--- config.mk ---
export PLATFORM = sky130hd
export DESIGN_NAME = gcode_line_filter_classifier
export DESIGN_NICKNAME = d
export VERILOG_FILES = /design/src/design/gclf_pkg.sv /design/src/design/gclf_front.sv /design/src/design/gclf_fifo.sv /design/src/design/gclf_back.sv /design/src/design/gcode_line_filter_classifier.sv
export VERILOG_INCLUDE_DIRS = /design/src /design/src/design
export SDC_FILE = /design/constraint.sdc
export NUM_CORES = 1
export LEC_CHECK = 0
export BUFFER_PORTS_ARGS = -buffer_cell sky130_fd_sc_hd__buf_2
export CAP_MARGIN = 5
export CORE_MARGIN = 3
export CORE_UTILIZATION = 45
export DETAILED_ROUTE_END_ITERATION = 6
export PLACE_DENSITY_LB_ADDON = 0.3
export SLEW_MARGIN = 20
export SYNTH_ARGS = -nofsm -noshare
export SYNTH_HDL_FRONTEND = slang
export SYNTH_SLANG_ARGS = --single-unit
--- constraint.sdc ---
create_clock -name clk -period 5.2 [get_ports clk]
set_input_delay 0.78 -clock clk [delete_from_list [all_inputs] [get_ports clk]]
set_output_delay 0.78 -clock clk [all_outputs]
set_load 0.05 [all_outputs]
--- src/design/gcode_line_filter_classifier_defines.svh ---
// ---------------------------------------------------------------------------
// gcode line filter classifier assertion macros
// shared assertion shorthands for the classifier rtl
// ---------------------------------------------------------------------------
`ifndef GCODE_LINE_FILTER_CLASSIFIER_DEFINES_SVH
`define GCODE_LINE_FILTER_CLASSIFIER_DEFINES_SVH

// same-cycle implication, sampled on clk, off during reset
`define GCLF_ASSERT_IMP(label, ante, cons, msg) \
    label: assert property (@(posedge clk) disable iff (!rst_n) (ante) |-> (cons)) \
        else $error(msg);

// next-cycle implication, sampled on clk, off during reset
`define GCLF_ASSERT_NXT(label, ante, cons, msg) \
    label: assert property (@(posedge clk) disable iff (!rst_n) (ante) |=> (cons)) \
        else $error(msg);

`endif

--- src/design/gclf_pkg.sv ---
// ---------------------------------------------------------------------------
// gclf_pkg
// character codes, byte class word and classify function for the classifier
// ---------------------------------------------------------------------------
package gclf_pkg;

    localparam int FIFO_DEPTH = 4;

    localparam logic [7:0] CHAR_TAB        = 8'h09;
    localparam logic [7:0] CHAR_LF         = 8'h0A;
    localparam logic [7:0] CHAR_CR         = 8'h0D;
    localparam logic [7:0] CHAR_SPACE      = 8'h20;
    localparam logic [7:0] CHAR_LPAREN     = 8'h28;
    localparam logic [7:0] CHAR_PLUS       = 8'h2B;
    localparam logic [7:0] CHAR_MINUS      = 8'h2D;
    localparam logic [7:0] CHAR_DOT        = 8'h2E;
    localparam logic [7:0] CHAR_ZERO       = 8'h30;
    localparam logic [7:0] CHAR_NINE       = 8'h39;
    localparam logic [7:0] CHAR_SEMICOLON  = 8'h3B;
    localparam logic [7:0] CHAR_EQUALS     = 8'h3D;
    localparam logic [7:0] CHAR_UPPER_A    = 8'h41;
    localparam logic [7:0] CHAR_UPPER_G    = 8'h47;
    localparam logic [7:0] CHAR_UPPER_M    = 8'h4D;
    localparam logic [7:0] CHAR_UPPER_Z    = 8'h5A;
    localparam logic [7:0] CHAR_UNDERSCORE = 8'h5F;

    localparam logic [9:0] CODE_MAX       = 10'd1023;
    localparam logic [9:0] FREE_TEXT_CODE = 10'd117;

    // everything the back end needs to know about one text byte
    typedef struct packed {
        logic       last;
        logic       newline;
        logic       blank;
        logic       space_class;
        logic       upper;
        logic       underscore;
        logic       cr;
        logic       equals;
        logic       comment;
        logic       digit;
        logic [3:0] digit_val;
        logic       value_start;
        logic       word_letter;
        logic       letter_m;
        logic       letter_g;
    } byte_class_t;

    typedef struct packed {
        logic full;
        logic empty;
    } fifo_status_t;

    function automatic logic is_word_letter(logic [7:0] b);
        logic hit;
        case (b)
            8'h58, 8'h59, 8'h5A, 8'h41, 8'h42, 8'h43,
            8'h55, 8'h56, 8'h57, 8'h45, 8'h46, 8'h53,
            8'h50, 8'h52, 8'h54, 8'h49, 8'h4A, 8'h4B,
            8'h44, 8'h48, 8'h4C, 8'h4F, 8'h4E, 8'h51: hit = 1'b1;
            default:                                 hit = 1'b0;
        endcase
        return hit;
    endfunction

    function automatic byte_class_t classify(logic [7:0] b, logic last);
        byte_class_t c;
        c             = '0;
        c.last        = last;
        c.newline     = (b == CHAR_LF);
        c.blank       = (b == CHAR_SPACE) || (b == CHAR_TAB);
        c.space_class = (b == CHAR_SPACE) || ((b >= CHAR_TAB) && (b <= CHAR_CR));
        c.upper       = (b >= CHAR_UPPER_A) && (b <= CHAR_UPPER_Z);
        c.underscore  = (b == CHAR_UNDERSCORE);
        c.cr          = (b == CHAR_CR);
        c.equals      = (b == CHAR_EQUALS);
        c.comment     = (b == CHAR_SEMICOLON) || (b == CHAR_LPAREN);
        c.digit       = (b >= CHAR_ZERO) && (b <= CHAR_NINE);
        c.digit_val   = b[3:0];
        c.value_start = c.digit || (b == CHAR_DOT) || (b == CHAR_MINUS)
                        || (b == CHAR_PLUS);
        c.word_letter = is_word_letter(b);
        c.letter_m    = (b == CHAR_UPPER_M);
        c.letter_g    = (b == CHAR_UPPER_G);
        return c;
    endfunction

endpackage

--- src/design/gclf_front.sv ---
// ---------------------------------------------------------------------------
// gclf_front
// text input handshake and per-byte character classification
// ---------------------------------------------------------------------------
module gclf_front (
    input  logic                   text_valid,
    output logic                   text_stall,
    input  logic [7:0]             text_byte,
    input  logic                   end_of_text,
    input  gclf_pkg::fifo_status_t fifo_status,
    output logic                   push,
    output gclf_pkg::byte_class_t  push_class
);

    // stall only on a full queue, never on valid
    assign text_stall = fifo_status.full;
    assign push       = text_valid && !fifo_status.full;
    assign push_class = gclf_pkg::classify(text_byte, end_of_text);

endmodule

--- src/design/gclf_fifo.sv ---
// ---------------------------------------------------------------------------
// gclf_fifo
// short register queue between the classifier front and the line back end
// ---------------------------------------------------------------------------
`include "gcode_line_filter_classifier_defines.svh"

module gclf_fifo #(
    parameter int WIDTH = 8,
    parameter int DEPTH = 4
) (
    input  logic                   clk,
    input  logic                   rst_n,
    input  logic                   push,
    input  logic [WIDTH-1:0]       push_data,
    input  logic                   pop,
    output logic [WIDTH-1:0]       pop_data,
    output gclf_pkg::fifo_status_t status
);

    localparam int ADDR_W = (DEPTH > 1) ? $clog2(DEPTH) : 1;
    localparam int CNT_W  = $clog2(DEPTH + 1);
    localparam logic [ADDR_W-1:0] LAST_ADDR = ADDR_W'(DEPTH - 1);
    localparam logic [CNT_W-1:0]  FULL_CNT  = CNT_W'(DEPTH);

    logic [WIDTH-1:0]  entries_reg [DEPTH];
    logic [ADDR_W-1:0] wr_ptr_reg, wr_ptr_next;
    logic [ADDR_W-1:0] rd_ptr_reg, rd_ptr_next;
    logic [CNT_W-1:0]  count_reg, count_next;

    assign status.full  = (count_reg == FULL_CNT);
    assign status.empty = (count_reg == '0);
    assign pop_data     = entries_reg[rd_ptr_reg];

    always_comb
    begin
        wr_ptr_next = wr_ptr_reg;
        rd_ptr_next = rd_ptr_reg;
        count_next  = count_reg;
        if (push)
        begin
            wr_ptr_next = (wr_ptr_reg == LAST_ADDR) ? '0 : wr_ptr_reg + 1'b1;
        end
        if (pop)
        begin
            rd_ptr_next = (rd_ptr_reg == LAST_ADDR) ? '0 : rd_ptr_reg + 1'b1;
        end
        case ({push, pop})
            2'b10:   count_next = count_reg + 1'b1;
            2'b01:   count_next = count_reg - 1'b1;
            default: count_next = count_reg;
        endcase
    end

    always_ff @(posedge clk or negedge rst_n)
    begin
        if (!rst_n)
        begin
            wr_ptr_reg <= '0;
            rd_ptr_reg <= '0;
            count_reg  <= '0;
        end
        else
        begin
            wr_ptr_reg <= wr_ptr_next;
            rd_ptr_reg <= rd_ptr_next;
            count_reg  <= count_next;
        end
    end

    always_ff @(posedge clk)
    begin
        if (push)
        begin
            entries_reg[wr_ptr_reg] <= push_data;
        end
    end

    `GCLF_ASSERT_IMP(a_fifo_no_overflow, status.full, !push, "push into a full queue")
    `GCLF_ASSERT_IMP(a_fifo_no_underflow, status.empty, !pop, "pop from an empty queue")

endmodule

--- src/design/gclf_back.sv ---
// ---------------------------------------------------------------------------
// gclf_back
// per-line command and word scanners with registered verdict output
// ---------------------------------------------------------------------------
`include "gcode_line_filter_classifier_defines.svh"

module gclf_back (
    input  logic                  clk,
    input  logic                  rst_n,
    input  logic                  item_valid,
    input  gclf_pkg::byte_class_t item,
    output logic                  pop,
    output logic                  verdict_valid,
    input  logic                  verdict_stall,
    output logic                  filter_line,
    output logic                  extended_command,
    output logic                  word_without_value
);

    typedef enum logic [2:0] {
        CMD_LEAD,
        CMD_FIRST,
        CMD_RUN,
        CMD_MATCH,
        CMD_REJECT
    } cmd_phase_t;

    typedef enum logic [2:0] {
        WORD_LEAD,
        WORD_CODE,
        WORD_GAP,
        WORD_WAIT,
        WORD_VALUE,
        WORD_M117,
        WORD_SKIP
    } word_phase_t;

    cmd_phase_t  cmd_reg, cmd_next;
    word_phase_t word_reg, word_next;
    logic [9:0]  code_reg, code_next;
    logic        code_is_m_reg, code_is_m_next;
    logic        missing_reg, missing_next;
    logic        comment_reg, comment_next;
    logic        verdict_valid_reg, verdict_valid_next;
    logic        filter_reg, filter_next;
    logic        ext_reg, ext_next;
    logic        wwv_reg, wwv_next;

    logic        take;
    logic        line_end;
    logic        ext;
    logic [13:0] code_sum;

    // an item moves unless the verdict register is full and held
    assign take     = item_valid && !(verdict_valid_reg && verdict_stall);
    assign pop      = take;
    assign line_end = item.newline || item.last;
    assign code_sum = ({4'b0, code_reg} << 3) + ({4'b0, code_reg} << 1)
                      + {10'b0, item.digit_val};

    always_comb
    begin
        cmd_next           = cmd_reg;
        word_next          = word_reg;
        code_next          = code_reg;
        code_is_m_next     = code_is_m_reg;
        missing_next       = missing_reg;
        comment_next       = comment_reg;
        filter_next        = filter_reg;
        ext_next           = ext_reg;
        wwv_next           = wwv_reg;
        verdict_valid_next = verdict_valid_reg && verdict_stall;
        ext                = 1'b0;

        if (take)
        begin
            if (!item.newline)
            begin
                // extended command pattern
                case (cmd_reg)
                    CMD_LEAD:
                    begin
                        if (!item.blank)
                        begin
                            cmd_next = item.upper ? CMD_FIRST : CMD_REJECT;
                        end
                    end
                    CMD_FIRST:
                    begin
                        cmd_next = (item.upper || item.underscore) ? CMD_RUN : CMD_REJECT;
                    end
                    CMD_RUN:
                    begin
                        if (!(item.upper || item.underscore))
                        begin
                            cmd_next = (item.blank || item.cr || item.equals)
                                       ? CMD_MATCH : CMD_REJECT;
                        end
                    end
                    default:
                    begin
                        cmd_next = cmd_reg;
                    end
                endcase

                // g/m word scan up to the first comment
                if (!comment_reg)
                begin
                    if (item.comment)
                    begin
                        comment_next = 1'b1;
                        if (word_reg == WORD_WAIT)
                        begin
                            missing_next = 1'b1;
                        end
                        word_next = WORD_SKIP;
                    end
                    else
                    begin
                        case (word_reg)
                            WORD_LEAD:
                            begin
                                if (!item.blank)
                                begin
                                    if (item.letter_m || item.letter_g)
                                    begin
                                        word_next      = WORD_CODE;
                                        code_is_m_next = item.letter_m;
                                        code_next      = '0;
                                    end
                                    else
                                    begin
                                        word_next = WORD_SKIP;
                                    end
                                end
                            end
                            WORD_CODE:
                            begin
                                if (item.digit)
                                begin
                                    code_next = (code_sum > {4'b0, gclf_pkg::CODE_MAX})
                                                ? gclf_pkg::CODE_MAX : code_sum[9:0];
                                end
                                else if (code_is_m_reg
                                         && (code_reg == gclf_pkg::FREE_TEXT_CODE))
                                begin
                                    word_next = WORD_M117;
                                    if (!item.blank)
                                    begin
                                        missing_next = 1'b1;
                                    end
                                end
                                else
                                begin
                                    word_next = item.word_letter ? WORD_WAIT : WORD_GAP;
                                end
                            end
                            WORD_GAP:
                            begin
                                word_next = item.word_letter ? WORD_WAIT : WORD_GAP;
                            end
                            WORD_WAIT:
                            begin
                                if (item.value_start)
                                begin
                                    word_next = WORD_VALUE;
                                end
                                else
                                begin
                                    missing_next = 1'b1;
                                    word_next    = item.word_letter ? WORD_WAIT : WORD_GAP;
                                end
                            end
                            WORD_VALUE:
                            begin
                                if (item.space_class || item.word_letter)
                                begin
                                    word_next = item.word_letter ? WORD_WAIT : WORD_GAP;
                                end
                            end
                            WORD_M117:
                            begin
                                if (!item.blank)
                                begin
                                    missing_next = 1'b1;
                                end
                            end
                            default:
                            begin
                                word_next = word_reg;
                            end
                        endcase
                    end
                end
            end

            if (line_end)
            begin
                // letter still waiting for its value at line end
                if (word_next == WORD_WAIT)
                begin
                    missing_next = 1'b1;
                end
                ext                = (cmd_next == CMD_RUN) || (cmd_next == CMD_MATCH);
                filter_next        = ext || missing_next;
                ext_next           = ext;
                wwv_next           = missing_next;
                verdict_valid_next = 1'b1;

                cmd_next       = CMD_LEAD;
                word_next      = WORD_LEAD;
                code_next      = '0;
                code_is_m_next = 1'b0;
                missing_next   = 1'b0;
                comment_next   = 1'b0;
            end
        end
    end

    always_ff @(posedge clk or negedge rst_n)
    begin
        if (!rst_n)
        begin
            cmd_reg           <= CMD_LEAD;
            word_reg          <= WORD_LEAD;
            code_reg          <= '0;
            code_is_m_reg     <= 1'b0;
            missing_reg       <= 1'b0;
            comment_reg       <= 1'b0;
            verdict_valid_reg <= 1'b0;
            filter_reg        <= 1'b0;
            ext_reg           <= 1'b0;
            wwv_reg           <= 1'b0;
        end
        else
        begin
            cmd_reg           <= cmd_next;
            word_reg          <= word_next;
            code_reg          <= code_next;
            code_is_m_reg     <= code_is_m_next;
            missing_reg       <= missing_next;
            comment_reg       <= comment_next;
            verdict_valid_reg <= verdict_valid_next;
            filter_reg        <= filter_next;
            ext_reg           <= ext_next;
            wwv_reg           <= wwv_next;
        end
    end

    assign verdict_valid      = verdict_valid_reg;
    assign filter_line        = filter_reg;
    assign extended_command   = ext_reg;
    assign word_without_value = wwv_reg;

    `GCLF_ASSERT_NXT(a_back_line_clears, take && line_end, (cmd_reg == CMD_LEAD) && (word_reg == WORD_LEAD) && !missing_reg && !comment_reg, "line state not cleared after line end")
    `GCLF_ASSERT_NXT(a_back_verdict_loaded, take && line_end, verdict_valid_reg, "line end without verdict")

endmodule

--- src/design/gcode_line_filter_classifier.sv ---
// ---------------------------------------------------------------------------
// gcode_line_filter_classifier
// flags g-code lines that are extended commands or carry valueless words
// ---------------------------------------------------------------------------
// text channel: text_valid / text_stall carry one word per cycle unless stalled,
//   a text byte plus end_of_text, which marks the last byte of the text
// verdict channel: verdict_valid / verdict_stall carry one word per line,
//   given at each newline and at an unterminated last line
// the front classifies each byte and pushes it into a short queue; the back
//   pops one byte per cycle unless a held verdict stalls it, runs the command
//   and word scanners and loads the verdict register
// throughput: one text byte per cycle, sustained, while the verdict
//   side keeps up
// a line-ending byte reaches the verdict outputs through the queue, then
//   the verdict register
// a stalled verdict holds in its register and the back end waits with it;
//   the queue keeps taking text until it holds FIFO_DEPTH words, then
//   text_stall rises until the verdict is taken
// reset: queue empties, scanners return to start of line, no verdict valid
// ---------------------------------------------------------------------------
module gcode_line_filter_classifier #(
    parameter int FIFO_DEPTH = gclf_pkg::FIFO_DEPTH
) (
    input  logic       clk,
    input  logic       rst_n,
    input  logic       text_valid,
    output logic       text_stall,
    input  logic [7:0] text_byte,
    input  logic       end_of_text,
    output logic       verdict_valid,
    input  logic       verdict_stall,
    output logic       filter_line,
    output logic       extended_command,
    output logic       word_without_value
);

    localparam int CLASS_W = $bits(gclf_pkg::byte_class_t);

    // front to queue
    gclf_pkg::fifo_status_t fifo_status;
    logic                   push;
    gclf_pkg::byte_class_t  push_class;

    // queue to back
    logic                   pop;
    gclf_pkg::byte_class_t  head_class;

    gclf_front u_front (
        .text_valid  (text_valid),
        .text_stall  (text_stall),
        .text_byte   (text_byte),
        .end_of_text (end_of_text),
        .fifo_status (fifo_status),
        .push        (push),
        .push_class  (push_class)
    );

    gclf_fifo #(
        .WIDTH (CLASS_W),
        .DEPTH (FIFO_DEPTH)
    ) u_fifo (
        .clk       (clk),
        .rst_n     (rst_n),
        .push      (push),
        .push_data (push_class),
        .pop       (pop),
        .pop_data  (head_class),
        .status    (fifo_status)
    );

    // the back end sees a byte whenever the queue holds one
    gclf_back u_back (
        .clk                (clk),
        .rst_n              (rst_n),
        .item_valid         (!fifo_status.empty),
        .item               (head_class),
        .pop                (pop),
        .verdict_valid      (verdict_valid),
        .verdict_stall      (verdict_stall),
        .filter_line        (filter_line),
        .extended_command   (extended_command),
        .word_without_value (word_without_value)
    );

endmodule
## Word level (Yosys, flattened, before mapping)

Memories as Yosys holds them, arrays and structs flattened.
Index checks and enable logic that the tools add are counted.

- Add/sub/neg operators: 6
- Magnitude comparators: 7
- Equality and inequality tests: 60
- Mux-type cells: 63
- Reduce and logical (&&, ||, !) cells: 36

Operators with widths:

| kind | count |
|---|---|
| 8-bit by 7-bit == test with 1-bit output (second input constant) | 27 |
| 10-bit 2-to-1 mux | 8 |
| 3-bit 2-to-1 mux | 19 |
| 8-bit by 6-bit == test with 1-bit output (second input constant) | 7 |
| 1-bit 2-to-1 mux | 29 |
| 8-bit by 4-bit == test with 1-bit output (second input constant) | 3 |
| 24-bit OR reduction | 1 |
| 10-bit case mux with 2 select lines | 1 |
| 3-bit by 2-bit == test with 1-bit output (second input constant) | 6 |
| 3-bit case mux with 5 select lines | 1 |
| 13-bit by 11-bit adder with 14-bit output | 1 |
| 14-bit by 4-bit adder with 14-bit output | 1 |
| 14-bit by 10-bit greater-than comparator with 1-bit output (second input constant) | 1 |
| 1-bit logical OR | 14 |
| 10-bit by 7-bit == test with 1-bit output (second input constant) | 1 |
| 3-bit == test (second input constant) | 3 |
| 3-bit zero test | 3 |
| 3-bit case mux with 3 select lines | 1 |
| 8-bit by 4-bit >= comparator with 1-bit output (second input constant) | 1 |
| 8-bit by 6-bit >= comparator with 1-bit output (second input constant) | 1 |
| 8-bit by 7-bit >= comparator with 1-bit output (second input constant) | 1 |
| 8-bit by 4-bit <= comparator with 1-bit output (second input constant) | 1 |
| 8-bit by 6-bit <= comparator with 1-bit output (second input constant) | 1 |
| 8-bit by 7-bit <= comparator with 1-bit output (second input constant) | 1 |
| other kinds (21) | 39 |

- Register bits after elaboration: 30
- RAM bits: 72
- Input bits: 13
- Output and inout port bits: 5
- Word-level logic and storage cells: 186
- Memories: 1

Memories:

| memory | words | width | read ports | clocked after memory_dff | wr ports | line | source |
|---|---|---|---|---|---|---|---|
| u_fifo.entries_reg | 4 | 18 | 1 | 0 | 1 | gclf_fifo.sv:25 | `logic [WIDTH-1:0] entries_reg [DEPTH];` |

## Longest topological paths before layout

- Word-level depth: 14
- Gate-level depth with buffers: 15

## Hierarchy

From an unflattened synthesis, not the netlist that was laid out.

- Cells, all modules: 403
- Area, all modules: 5278.8 sq um

By module, submodules not included:

| module | times used | cells each | area each (sq um) | seq. area each (sq um) |
|---|---|---|---|---|
| gclf_fifo | 1 | 132 | 3017.9 | 2337.2 |
| gclf_back | 1 | 216 | 1918.1 | 575.6 |
| gclf_front | 1 | 54 | 339.1 | 0.0 |
| gcode_line_filter_classifier | 1 | 1 | 3.8 | 0.0 |

## Worst setup path after synthesis

Ideal clock, no wire load.

- Kind: reg-to-reg
- From: reg u_fifo.rd_ptr_reg[0]
- To: reg u_back.code_reg[0]
- Setup time: 0.132 ns
- Arrival time: 3.644 ns
- Setup slack: 1.424 ns
- Cell stages (with the launch flop): 14
- Path buffers: 4
- Period minus slack after synthesis: 3.776 ns
- Path through: dfrtp_1 buf_6 buf_12 clkbuf_1 mux4_2 fa_1 fa_1 a21o_1 a21oi_1 o21ai_0 a31o_2 buf_1 nor2_1 o21ai_1

- Longest elaborated chain between the ends: 10

Ends and longest elaborated chain:

| what | line | source |
|---|---|---|
| from (decl) | gclf_fifo.sv:27 | `logic [ADDR_W-1:0] rd_ptr_reg, rd_ptr_next;` |
| from (signal assigned) | gclf_fifo.sv:65 | `rd_ptr_reg <= rd_ptr_next;` |
| memory 4 x 18 bit (*) | n/a |  |
| 14-bit by 4-bit adder with 14-bit output | gclf_back.sv:59 | `+ {10'b0, item.digit_val};` |
| 14-bit by 10-bit greater-than comparator with 1-bit output | gclf_back.sv:141 | `code_next = (code_sum > {4'b0, gclf_pkg::CODE_MAX})` |
| 10-bit 2-to-1 mux | gclf_back.sv:142 | `? gclf_pkg::CODE_MAX : code_sum[9:0];` |
| 10-bit 2-to-1 mux | gclf_back.sv:139 | `if (item.digit)` |
| 10-bit case mux with 2 select lines | gclf_back.sv:120 | `case (word_reg)` |
| 10-bit 2-to-1 mux | gclf_back.sv:109 | `if (item.comment)` |
| 10-bit 2-to-1 mux | gclf_back.sv:107 | `if (!comment_reg)` |
| 10-bit 2-to-1 mux | gclf_back.sv:77 | `if (!item.newline)` |
| 10-bit 2-to-1 mux | gclf_back.sv:197 | `if (line_end)` |
| to (signal assigned) | gclf_back.sv:239 | `code_reg <= code_next;` |
| to (decl) | gclf_back.sv:40 | `logic [9:0] code_reg, code_next;` |

Mark *: on every way between the ends. The rest lies on a longest branch, timed or not. The select of a mux whose other input is x is not followed.
A chain may end at the register's enable or synchronous reset.

## Worst setup path in the final report

- From: reg u_fifo.rd_ptr_reg[1]
- To: reg u_back.code_reg[9]

The elaborated chain is that of the path after synthesis.

==> metrics.yaml <==
ys_warn_count: 0
ys_types: 59
antenna_found_initial: 0
final_max_slew_viol_count: 0
die_h_um: 113.1
syn_to_final_growth_pct: 9.217
fin_crit_ns: 3.280
num_rows: 38
setup_viol: 0
cts_sinks: 102
grt_pass1_vias: 3416
dr.pass1.iters: 5
worstPathArrival_ns: 3.50
dpl.hpwl_um: 6729
grt-ovfl-total: 0
cts_htree_levels: 3
rsz0062_at_grt: "false"
fin_nets: 467
postCtsSetupRepairBufs: 0
drt-initial-drc-count: 230
fillCellCount: 954
cts_hold_buf: 0
clock_latency_ns: 0.35
power.density_mw_per_mm2: 486.3
critPathMaxFanout: 22
hp-class: "input pin to async pin"
track_usage: 0.1718
p_leak_nw: 2.128
diodes: 0
cts_resized: 0
drtAntennaViolNets: 0
core_area_sq_mm: 0.01103
cts_tree: "done"
place.port_buffers: 17
drc: 0
clockRootBuffer: "clkbuf_16"
final.setup_skew_ns: 0.006176
grt_max_degree: 31
criticalPathCategory: "register to register"
start_util: 0.4677
slew_headroom: 0.3477
vias: 3309
top_level_ports: 18
hold_viol_final: 0
r2r_setup_slack_ns: 1.92
die_area_sq_mm: 0.01278
end_kind: "register"
largest_register_ffs: 72
path_clk_slew_ns: 0.07
syn_area_sq_mm: 0.005159
die_x_um: 113.1
synth_ff_type: "edfxtp_1"
synth_edf_count: 72
cp-start-kind: "register"
reg2reg_from: "u_fifo.rd_ptr_reg[1]"
finalSetupTns_ns: 0
fmax_mhz: 304.9
ir_drop_mv: 0.3982
regToRegEndpoint: "u_back.code_reg[9]"
synthCells: 414
wl_per_cell_um: 17.45
yosysSeqAreaShare: 0.5646
fin_util: 0.5108
cts_buffer_depth: 2
vias_per_cell: 5.795
syn_avg_cell_area_sq_um: 12.46
synthArstFlopShare: 0.2941
worst_pin_slew_ns: 0.9784
outcome: "finished clean"
routabilityCongestion: 0.8037
r2r_cells: 10
cts_buffers: 9
synth.ff_latch_count: 102
required_ns: 5.42
min_period_over_period: 0.6308
drive_gt1_frac: 0.1183
timing.hold.ws_ns: 0.4709
maxCapViolCount: 0
drt-total-wl_um: 9965
synth.net_count: 455
grt_pass1_wl_um: 17240
cell families (layout without fill, tap and decap cells):
logic type	count (synthesis)	count (layout)	share of synthesized area
compound gates	82	82	0.09775
xor+xnor	10	10	0.01698
fa+ha+maj	28	28	0.07228
buf+inv	32	49	0.02862
flops	102	102	0.5646
mux	19	19	0.08416
simple gates	141	141	0.1356
worst max path at each step:
stage,endpoint,slack (ns),startpoint,cells past startpoint
after floorplan,u_back.code_reg[0],1.42,u_fifo.rd_ptr_reg[0],13
after global placement,u_back.code_reg[9],2.03,u_fifo.rd_ptr_reg[1],10
after detailed placement,u_back.code_reg[4],1.92,u_fifo.rd_ptr_reg[1],10
after CTS,u_back.code_reg[4],1.91,u_fifo.rd_ptr_reg[0],9
after global routing,u_back.code_reg[4],1.71,u_fifo.rd_ptr_reg[0],9
final,u_back.code_reg[9],1.92,u_fifo.rd_ptr_reg[1],10
layout make-up:
type / instances / area [sq um] / share of cell area
Tap cell: 140 / 175.2 / 0.03109
Sequential cell: 102 / 2913 / 0.5170
Clock inverter: 7 / 66.31 / 0.01177
Clock buffer: 9 / 225.2 / 0.03997
Timing Repair Buffer: 20 / 107.6 / 0.01910
Multi-Input combinational cell: 280 / 2098 / 0.3724
Inverter: 13 / 48.80 / 0.008661
placed cells by master, fill, tap and decap left out, types with 4 or more instances in the layout:
master	count
inv_1	12
buf_2	17
a21o_1	5
edfxtp_1	72
nand2_1	39
nor3_1	15
clkbuf_16	9
and2_1	5
o21ai_1	14
nor4_1	6
a21oi_1	20
dfrtp_1	30
xor2_1	5
or3_1	6
nor2b_1	4
o21ai_0	16
o21a_1	4
xnor2_1	5
ha_1	25
nand2b_1	4
mux4_2	13
mux4_1	5
nor2_1	34
nand3_1	7
or2_1	4
per-layer routing:
metal | routed length (um) | share of wire | track usage | vias to the layer above
li1 | - | - | - | 1583
met1 | 4800 | 0.48 | 0.2418 | 1642
met2 | 4687 | 0.47 | 0.2650 | 73
met3 | 355 | 0.036 | 0.04278 | 11
met4 | 122 | 0.012 | 0.05369 | 0
met5 | 0 | 0 | 0 | -
Yosys cell counts (2+ instances only):
cell type  instances  area, sq um
nor2_1            34        127.6
o22ai_1            3        18.77
clkbuf_1          13        48.80
o21ai_0           16        80.08
nand4b_1           2        17.52
nand4_1            2        12.51
a21boi_1           2        15.01
nor4_1             6        37.54
a21o_1             5        37.54
mux4_1             5        131.4
o21ai_1           14        70.07
and3_1             2        12.51
or3_1              6        37.54
buf_2              3        15.01
mux4_2            13        292.8
a21oi_1           20        100.1
fa_1               3        60.06
nor4b_1            3        26.28
o21a_1             4        30.03
nor3b_1            3        22.52
dfrtp_1           30        750.7
nor2b_1            4        25.02
a211oi_1           2        15.01
xnor2_1            5        43.79
nor3_1            15        75.07
a31oi_1            2        12.51
nand2b_1           4        25.02
nand3_1            7        35.03
or2_1              4        25.02
and2_1             5        31.28
inv_1             12        45.04
ha_1              25        312.8
nand2_1           39        146.4
edfxtp_1          72         2162
xor2_1             5        43.79
worst max-delay path, cell delays in order, from the launching register on:
cell	delay (ns)
dfrtp_1	0.32
buf_4	0.29
mux4_2	0.37
fa_1	0.50
fa_1	0.47
a21o_1	0.20
a21oi_1	0.30
o21ai_0	0.13
a31o_2	0.34
nor2_1	0.16
o21ai_1	0.07
where the power goes:
group	leakage, nW	internal, mW	total, mW	switching, mW
sequential	1.02	1.07	1.16	0.0870
clock	0.142	0.337	0.657	0.320
combinational	0.967	0.360	0.924	0.565
stage by stage:
| stage | worst slack, ns | power [mW] | instance area (sq um) | std cells |
|---|---|---|---|---|
| after floorplan | 1.424 | 1.885 | 5159 | 414 |
| after global placement | 2.033 | 2.079 | 5343 | 555 |
| after detailed placement | 1.922 | 2.106 | 5343 | 555 |
| after CTS | 1.911 | 2.760 | 5634 | 571 |
| after global routing | 1.710 | 2.916 | 5634 | 571 |
| final | 1.920 | 2.740 | 5634 | 571 |
No activity file was read; power rests on OpenSTA's default activity.
